$ cat src/rtl/sbt_pkg.sv
// types, codes and constants shared by the study/break timer controller
package sbt_pkg;

  // session modes, one-hot
  typedef enum logic [5:0] {
    M_SETTING    = 6'b000001,
    M_STUDYING   = 6'b000010,
    M_PAUSED     = 6'b000100,
    M_BREAK_DUE  = 6'b001000,
    M_ON_BREAK   = 6'b010000,
    M_BREAK_OVER = 6'b100000
  } mode_t;

  // mode codes as seen on the result beat
  localparam logic [2:0] CODE_SETTING    = 3'd0;
  localparam logic [2:0] CODE_STUDYING   = 3'd1;
  localparam logic [2:0] CODE_PAUSED     = 3'd2;
  localparam logic [2:0] CODE_BREAK_DUE  = 3'd3;
  localparam logic [2:0] CODE_ON_BREAK   = 3'd4;
  localparam logic [2:0] CODE_BREAK_OVER = 3'd5;

  // input beat kinds
  localparam logic OP_TICK = 1'b0;
  localparam logic OP_POLL = 1'b1;

  // configuration register indexes
  localparam logic [1:0] REG_BREAK_SECONDS = 2'd0;
  localparam logic [1:0] REG_PRESS_POLLS   = 2'd1;
  localparam logic [1:0] REG_LOCKOUT_MS    = 2'd2;

  localparam logic [11:0] BREAK_SECONDS_RESET = 12'd900;
  localparam logic [7:0]  PRESS_POLLS_RESET   = 8'd4;
  localparam logic [15:0] LOCKOUT_MS_RESET    = 16'd200;

  // led bits {red, green, blue}
  localparam logic [2:0] LED_RED   = 3'b100;
  localparam logic [2:0] LED_GRN   = 3'b010;
  localparam logic [2:0] LED_BLUE  = 3'b001;
  localparam logic [2:0] LED_OFF   = 3'b000;

  localparam logic [7:0]  DIGIT_ZERO   = 8'h3F;
  localparam logic [7:0]  LOW_RUN_MAX  = 8'd255;
  localparam logic [12:0] SEC_ROUND_UP = 13'd59;
  // floor(x / 60) = (x * 4370) >> 18, exact for x below 4155
  localparam logic [25:0] MIN_RECIP    = 26'd4370;
  localparam int          MIN_SHIFT    = 18;

  typedef struct packed {
    logic        op;
    logic        level;
    logic [31:0] now_ms;
    logic [5:0]  minutes;
  } in_beat_t;

  function automatic logic [2:0] mode_code(mode_t m);
    logic [2:0] c;
    unique case (m)
      M_SETTING:    c = CODE_SETTING;
      M_STUDYING:   c = CODE_STUDYING;
      M_PAUSED:     c = CODE_PAUSED;
      M_BREAK_DUE:  c = CODE_BREAK_DUE;
      M_ON_BREAK:   c = CODE_ON_BREAK;
      M_BREAK_OVER: c = CODE_BREAK_OVER;
      default:      c = CODE_SETTING;
    endcase
    return c;
  endfunction

endpackage

$ cat src/rtl/study_break_timer_controller.sv
// Study/break session timer controller: one result beat for every input beat, a tick or a
// button poll. Beats enter an input register and are resolved, once the result register is
// free or being taken, into a result register, so one beat per clock is sustained while the
// output is not stalled. The result beat is held until it is taken. The single pass of mode,
// debounce, lockout and countdown logic lies between those two registers.
// Configuration writes are always ready and take effect on the next beat resolved.
module study_break_timer_controller (
  input  logic                    clk,
  input  logic                    rst_n,
  input  logic                    in_tvalid,
  output logic                    in_tready,
  input  logic [39:0]             in_tdata,   // button_level, now_ms[31:0], study_minutes[5:0]
  input  logic                    in_tuser,   // operation
  output logic                    out_tvalid,
  input  logic                    out_tready,
  // mode[2:0], seconds_left[11:0], mins_ceil[6:0], red_on, green_on, blue_on, buzzer,
  // segment_write, segment_pattern[7:0], press_taken
  output logic [39:0]             out_tdata,
  input  logic                    cfg_valid,
  output logic                    cfg_ready,
  input  logic [1:0]              cfg_index,
  input  logic [15:0]             cfg_data
);
  import sbt_pkg::*;

  // configuration
  logic [11:0] break_seconds_r;
  logic [7:0]  press_polls_r;
  logic [15:0] lockout_ms_r;

  // input register
  logic     in_full_r;
  in_beat_t in_beat_r;
  logic     adv;

  // session state
  mode_t       mode_r, mode_nxt;
  mode_t       resume_r, resume_nxt;
  logic [11:0] countdown_r, countdown_nxt;
  logic        blink_r, blink_nxt;
  logic [7:0]  low_run_r, low_run_nxt;
  logic        latched_r, latched_nxt;
  logic [31:0] last_press_r, last_press_nxt;
  logic [2:0]  led_r, led_nxt;
  logic        buzzer_r, buzzer_nxt;

  // result register
  logic        out_valid_r;
  logic [35:0] out_data_r, out_data_nxt;

  logic        seg_write;
  logic [7:0]  seg_pattern;
  logic        press;
  logic [7:0]  need;
  logic [31:0] elapsed;
  logic [12:0] round_sum;
  logic [25:0] min_prod;
  logic [6:0]  mins_ceil;

  assign cfg_ready  = 1'b1;
  assign adv        = in_full_r && (!out_valid_r || out_tready);
  assign in_tready  = !in_full_r || adv;
  assign out_tvalid = out_valid_r;
  assign out_tdata  = {4'b0, out_data_r};

  always_ff @(posedge clk) begin
    if (!rst_n) begin
      break_seconds_r <= BREAK_SECONDS_RESET;
      press_polls_r   <= PRESS_POLLS_RESET;
      lockout_ms_r    <= LOCKOUT_MS_RESET;
    end else if (cfg_valid && cfg_ready) begin
      unique case (cfg_index)
        REG_BREAK_SECONDS: break_seconds_r <= cfg_data[11:0];
        REG_PRESS_POLLS:   press_polls_r   <= cfg_data[7:0];
        REG_LOCKOUT_MS:    lockout_ms_r    <= cfg_data;
        default:           ;
      endcase
    end
  end

  always_ff @(posedge clk) begin
    if (!rst_n) begin
      in_full_r <= 1'b0;
    end else if (in_tready) begin
      in_full_r <= in_tvalid;
    end
  end

  always_ff @(posedge clk) begin
    if (in_tvalid && in_tready) begin
      in_beat_r.op      <= in_tuser;
      in_beat_r.level   <= in_tdata[0];
      in_beat_r.now_ms  <= in_tdata[32:1];
      in_beat_r.minutes <= in_tdata[38:33];
    end
  end

  always_comb begin
    mode_nxt       = mode_r;
    resume_nxt     = resume_r;
    countdown_nxt  = countdown_r;
    blink_nxt      = blink_r;
    low_run_nxt    = low_run_r;
    latched_nxt    = latched_r;
    last_press_nxt = last_press_r;
    led_nxt        = led_r;
    buzzer_nxt     = buzzer_r;
    seg_write      = 1'b0;
    seg_pattern    = 8'h00;
    press          = 1'b0;
    need           = (press_polls_r == 8'd0) ? 8'd1 : press_polls_r;
    elapsed        = in_beat_r.now_ms - last_press_r;

    if (in_beat_r.op == OP_TICK) begin
      blink_nxt = !blink_r;
      unique case (mode_r)
        M_STUDYING: begin
          led_nxt = LED_GRN;
          if (countdown_r != 12'd0) countdown_nxt = countdown_r - 12'd1;
          if (countdown_r <= 12'd1) mode_nxt = M_BREAK_DUE;
        end
        M_PAUSED: begin
          led_nxt = LED_RED | LED_GRN;
        end
        M_BREAK_DUE: begin
          led_nxt     = blink_nxt ? LED_RED : LED_OFF;
          seg_write   = 1'b1;
          seg_pattern = blink_nxt ? DIGIT_ZERO : 8'h00;
          buzzer_nxt  = blink_nxt;
        end
        M_ON_BREAK: begin
          led_nxt = blink_nxt ? LED_BLUE : LED_OFF;
          if (countdown_r != 12'd0) countdown_nxt = countdown_r - 12'd1;
          if (countdown_r <= 12'd1) mode_nxt = M_BREAK_OVER;
        end
        M_BREAK_OVER: begin
          led_nxt    = blink_nxt ? LED_BLUE : LED_OFF;
          buzzer_nxt = blink_nxt;
        end
        default: ;
      endcase
    end else begin
      if (!in_beat_r.level) begin
        if (low_run_r != LOW_RUN_MAX) low_run_nxt = low_run_r + 8'd1;
      end else begin
        low_run_nxt = 8'd0;
        latched_nxt = 1'b0;
      end
      // debounce, one press per hold, then lockout since the last press
      if (low_run_nxt >= need && !latched_nxt && elapsed >= {16'd0, lockout_ms_r}) begin
        press          = 1'b1;
        last_press_nxt = in_beat_r.now_ms;
        latched_nxt    = 1'b1;
        unique case (mode_r)
          M_SETTING: begin
            countdown_nxt = {in_beat_r.minutes, 6'd0} - {4'd0, in_beat_r.minutes, 2'd0};
            mode_nxt      = M_STUDYING;
            led_nxt       = LED_GRN;
          end
          M_STUDYING: begin
            resume_nxt = M_STUDYING;
            mode_nxt   = M_PAUSED;
            led_nxt    = LED_RED | LED_GRN;
          end
          M_PAUSED: begin
            mode_nxt = resume_r;
            led_nxt  = (resume_r == M_STUDYING) ? LED_GRN : LED_BLUE;
          end
          M_BREAK_DUE: begin
            buzzer_nxt    = 1'b0;
            countdown_nxt = break_seconds_r;
            mode_nxt      = M_ON_BREAK;
            led_nxt       = LED_BLUE;
          end
          M_ON_BREAK: begin
            resume_nxt = M_ON_BREAK;
            mode_nxt   = M_PAUSED;
            led_nxt    = LED_RED | LED_GRN;
          end
          M_BREAK_OVER: begin
            buzzer_nxt = 1'b0;
            mode_nxt   = M_SETTING;
            led_nxt    = LED_BLUE;
          end
          default: ;
        endcase
      end
    end

    // ceiling of seconds over 60 by reciprocal multiply, never below one
    round_sum = {1'b0, countdown_nxt} + SEC_ROUND_UP;
    min_prod  = 26'(round_sum) * MIN_RECIP;
    mins_ceil = min_prod[MIN_SHIFT +: 7];
    if (mins_ceil == 7'd0) mins_ceil = 7'd1;

    out_data_nxt = {press, seg_pattern, seg_write, buzzer_nxt, led_nxt[0], led_nxt[1],
                    led_nxt[2], mins_ceil, countdown_nxt, mode_code(mode_nxt)};
  end

  always_ff @(posedge clk) begin
    if (!rst_n) begin
      mode_r       <= M_SETTING;
      resume_r     <= M_SETTING;
      countdown_r  <= 12'd0;
      blink_r      <= 1'b0;
      low_run_r    <= 8'd0;
      latched_r    <= 1'b0;
      last_press_r <= 32'd0;
      led_r        <= LED_BLUE;
      buzzer_r     <= 1'b0;
    end else if (adv) begin
      mode_r       <= mode_nxt;
      resume_r     <= resume_nxt;
      countdown_r  <= countdown_nxt;
      blink_r      <= blink_nxt;
      low_run_r    <= low_run_nxt;
      latched_r    <= latched_nxt;
      last_press_r <= last_press_nxt;
      led_r        <= led_nxt;
      buzzer_r     <= buzzer_nxt;
    end
  end

  always_ff @(posedge clk) begin
    if (!rst_n) begin
      out_valid_r <= 1'b0;
    end else if (adv) begin
      out_valid_r <= 1'b1;
    end else if (out_tready) begin
      out_valid_r <= 1'b0;
    end
  end

  always_ff @(posedge clk) begin
    if (adv) out_data_r <= out_data_nxt;
  end

  // a tick never reports a press
  a_tick_no_press: assert property (@(posedge clk) disable iff (!rst_n)
    (adv && in_beat_r.op == OP_TICK) |=> !out_data_r[35])
    else $error("press reported on a tick beat");

  // segment output only on a tick in break due
  a_seg_only_break_due: assert property (@(posedge clk) disable iff (!rst_n)
    (adv && !(in_beat_r.op == OP_TICK && mode_r == M_BREAK_DUE)) |=> !out_data_r[26])
    else $error("segment write outside a break-due tick");

  // countdown only grows when a press loads it
  a_countdown_loads: assert property (@(posedge clk) disable iff (!rst_n)
    (adv && !press) |=> countdown_r <= $past(countdown_r))
    else $error("countdown grew without a press");

  // a held-low run stays saturated
  a_low_run_sat: assert property (@(posedge clk) disable iff (!rst_n)
    (adv && in_beat_r.op == OP_POLL && !in_beat_r.level && low_run_r == LOW_RUN_MAX)
    |=> low_run_r == LOW_RUN_MAX)
    else $error("low run wrapped");

endmodule
$ cat config.mk
export PLATFORM = sky130hd
export DESIGN_NAME = study_break_timer_controller
export DESIGN_NICKNAME = d
export VERILOG_FILES = /design/src/rtl/sbt_pkg.sv /design/src/rtl/study_break_timer_controller.sv
export SDC_FILE = /design/constraint.sdc
export NUM_CORES = 1
export LEC_CHECK = 0
export BUFFER_PORTS_ARGS = -buffer_cell sky130_fd_sc_hd__buf_2
export CORE_MARGIN = 2
export CORE_UTILIZATION = 30
export DETAILED_ROUTE_END_ITERATION = 10
export HOLD_SLACK_MARGIN = 0.03
export PLACE_DENSITY = 0.52
export SLEW_MARGIN = 0
export SYNTH_ARGS = -nofsm -noshare
export SYNTH_HDL_FRONTEND = slang
export SYNTH_SLANG_ARGS = --single-unit
$ cat constraint.sdc
create_clock -name clk -period 10.1 [get_ports clk]
set_input_delay 1.515 -clock clk [delete_from_list [all_inputs] [get_ports clk]]
set_output_delay 1.515 -clock clk [all_outputs]
set_load 0.1 [all_outputs]
==> impl_metrics.py <==
metrics = {
    "place": {
        "place_congestion": 0.886,
        "portBuffers": 98,
        "dp.cells": 1951,
        "place_hpwl_um": 22700,
    },
    "critical_path": {
        "crit_buf_inv": 4,
        "crit_path_end_kind": "flip-flop",
        "crit_type": "flip-flop to flip-flop",
        "cp.required_ns": 10.36,
        "crit_family": "compound AO/OA/AOI/OAI gates",
        "crit_path_start_kind": "flip-flop",
        "crit_top_cell": "ha_1",
        "crit_arrival_ns": 9.60,
        "slowest_delay_ns": 0.45,
        "crit_fanout": 10,
        "cp_slowest_cell": "a2111oi_2",
    },
    "timing": {
        "finalCritPeriodShare_pct": 92.5,
        "setup_violations": 0,
        "drv_slew": 0,
        "finClkSkew_ns": 0.0154,
        "fin_tns_setup_ns": 0,
        "slew-limit-headroom_pct": 32.7,
        "tightest_slew_ns": 1.01,
        "hold_violations": 0,
        "timing.hold.ws_ns": 0.465,
        "rsz0062_at_grt": "false",
        "fmax_ghz": 0.107,
        "post-route-min-period_ns": 9.34,
    },
    "clock_network": {
        "cts_made_buffers": 17,
        "root_buffer": "clkbuf_16",
        "cts_sinks": 174,
        "cts.htree.levels": 4,
        "clkTransAtPathRegs_ns": 0.07,
        "cts_max_path_buffers": 2,
        "clk_latency_ns": 0.45,
        "holdBufCountCts": 0,
        "cts_tree": "built",
    },
    "logic_synthesis": {
        "synth_xor_area_share_pct": 4.03,
        "synth_top_family_by_area": "compound AO/OA/AOI/OAI gates",
        "netlist_instances": 1370,
        "ys_async_sr_fraction_pct": 0,
        "synth_seq_area_share_pct": 34.9,
        "synth_area_leaders": "dfxtp_1 18%, edfxtp_1 17%, ha_1 13%",
        "yosysUniqueCellTypes": 96,
        "netlist.top_cell.by_area": "dfxtp_1",
        "synth_flop_cell": "dfxtp_1",
        "yosys_warnings": 0,
        "ys_ff_latch": 174,
        "synth_top_area_share_pct": 17.6,
        "synth_compound_area_share_pct": 19.5,
        "synth_edf_count": 69,
        "synthSimpleGateAreaFrac_pct": 19.4,
        "synthMuxAreaShare_pct": 1.26,
        "syn_area_um2": 12000,
        "syn_area_per_cell_um2": 8.73,
        "synth_fa_ha_area_share_pct": 14.8,
    },
    "finish": {
        "antenna_cells": 0,
        "fillCellCount": 4121,
        "final_nets": 1644,
        "drive_gt1_share_pct": 12.1,
        "layout.cells.non_filler": 1983,
        "area_growth_pct": 13.3,
    },
    "drt": {
        "wl_met3_um": 905,
        "drt_iter0_markers": 508,
        "drt_pass1_iterations": 7,
        "routedWlPerCell_um": 15.0,
        "wl_met1_um": 14300,
        "highest_layer": "met4",
        "dr_total_vias": 9701,
        "route.met2.wl_um": 14200,
        "drc_errors": 0,
        "via_per_inst": 4.89,
        "drtAntennaViolNets": 0,
        "wl_um": 29700,
    },
    "die": {
        "fp.dieW_um": 204,
        "rows": 73,
        "die-area_um2": 41500,
        "core_um2": 39500,
        "die_h_um": 204,
        "ios": 107,
        "start_util_pct": 30.2,
    },
    "grt": {
        "grt_first_pass_wirelength_um": 48500,
        "track_usage_pct": 14.6,
        "first_global_vias": 9456,
        "antenna_found_initial": 0,
        "grt_max_degree": 106,
        "gr-total-overflow": 0,
    },
    "power_and_ir_drop": {
        "p_per_area_nw_per_um2": 152,
        "power.static_leakage_uw": 0.00562,
        "ir_drop_v": 0.000119,
    },
    "hold_path": {
        "hold_path.class": "flip-flop to flip-flop",
    },
    "status": {
        "status": "finished clean",
    },
    "job": {
        "timing.max_cap.violations": 0,
    },
}
-- layout make-up --
class                      count  area (µm²)  area share, %
tap                          525         657           4.85
timing repair buffer         114         611           4.51
inverter                     113         427           3.15
clock buffer                  20         479           3.54
multi-input combinational   1025        7090           52.3
sequential                   174        4170           30.8
clock inverter                12         105          0.776
-- metrics by stage --
stage | cell area, µm² | total power, µW | util [%] | setup WS, ns
2_1_floorplan | 12000 | 1260 | - | 1.53
3_5_place_dp | 12900 | 1410 | 32.7 | 0.526
5_1_grt | 13500 | 2200 | 34.2 | 0.0436
6_report | 13500 | 2060 | 34.2 | 0.760
4_1_cts | 13500 | 2100 | 34.2 | 0.452
3_3_place_gp | 12900 | 1400 | 32.7 | 0.647
-- cell families (layout without fill, tap and decap cells) --
logic type	Yosys count	count (layout)
AO/OA/AOI/OAI	335	335
XOR/XNOR	52	52
adder cells (fa/ha/maj)	135	135
buffers and inverters	176	259
flip-flops	174	174
multiplexers	15	15
other	2	7
AND/OR/NAND/NOR	481	481
-- synthesized netlist by cell type, drive strengths merged (6+ instances only) --
| cell | n |
|---|---|
| nor2b | 24 |
| ha | 125 |
| inv | 112 |
| nand2b | 18 |
| mux2i | 15 |
| edfxtp | 69 |
| nand3 | 26 |
| o31ai | 7 |
| nor3b | 12 |
| a21oi | 74 |
| xnor2 | 32 |
| a21o | 22 |
| nor2 | 70 |
| nor4 | 10 |
| nor3 | 29 |
| a211oi | 11 |
| and3 | 10 |
| dfxtp | 105 |
| o211ai | 10 |
| fa | 10 |
| and2 | 15 |
| xor2 | 20 |
| a31oi | 12 |
| clkbuf | 44 |
| nand2 | 220 |
| a21boi | 67 |
| nand4 | 13 |
| o21a | 12 |
| nand3b | 6 |
| a2111oi | 6 |
| o21ai | 52 |
| buf | 19 |
| o211a | 10 |
-- per-layer routing --
layer | vias to the layer above | global-route usage (%)
met4 | 0 | 3.28
met5 | - | 0
met3 | 20 | 2.57
met2 | 161 | 25.0
li1 | 4977 | -
met1 | 4543 | 19.2
-- worst reg2reg max path: cells and delay by family, from the launching register on --
family,cells,cell delay (ns)
xor gates and xnor gates,2,0.27
adders and majority gates,8,2.56
DFF,1,0.35
AOI/OAI and AO/OA,17,3.94
buffers and inverters,4,0.44
and+or+nand+nor,7,1.60
-- power by group --
part	total [µW]	switching [µW]	internal, µW
logic	612	385	227
registers	784	21.2	763
clock network	668	313	355
total	2060	719	1350
-- flip-flops by register name, summed over array words and instances, names as in the netlist, 3 cells and up --
name,flops
led_r,3
in_beat_r,40
break_seconds_r,12
press_polls_r,8
countdown_r,12
last_press_r,32
resume_r,3
mode_r,6
low_run_r,8
out_data_r,29
lockout_ms_r,16
-- worst paths after layout --
check              startpoint  depth (start not counted)  slack [ns]               end
min          last_press_r[21]                          2        0.46  last_press_r[21]
max              in_beat_r[6]                         38        0.76    out_data_r[15]
max reg2reg      in_beat_r[6]                         38        0.76    out_data_r[15]
min reg2reg  last_press_r[21]                          2        0.46  last_press_r[21]
-- repair_timing --
item / 4_1_cts / 5_1_grt
buffers inserted: 0 / 0
endpoints found under the setup margin: 0 / 2
gates resized for setup: 0 / 3
-- cells in the final DEF, fill, tap and decap left out, types with 28 or more instances in the layout --
cell,instances
a21boi_0,65
a21oi_1,74
buf_2,98
dfxtp_1,105
edfxtp_1,69
ha_1,125
inv_1,110
nand2_1,220
nor2_1,69
nor3_1,28
o21ai_0,49
xnor2_1,30
Power figures use the tool's default switching activity.
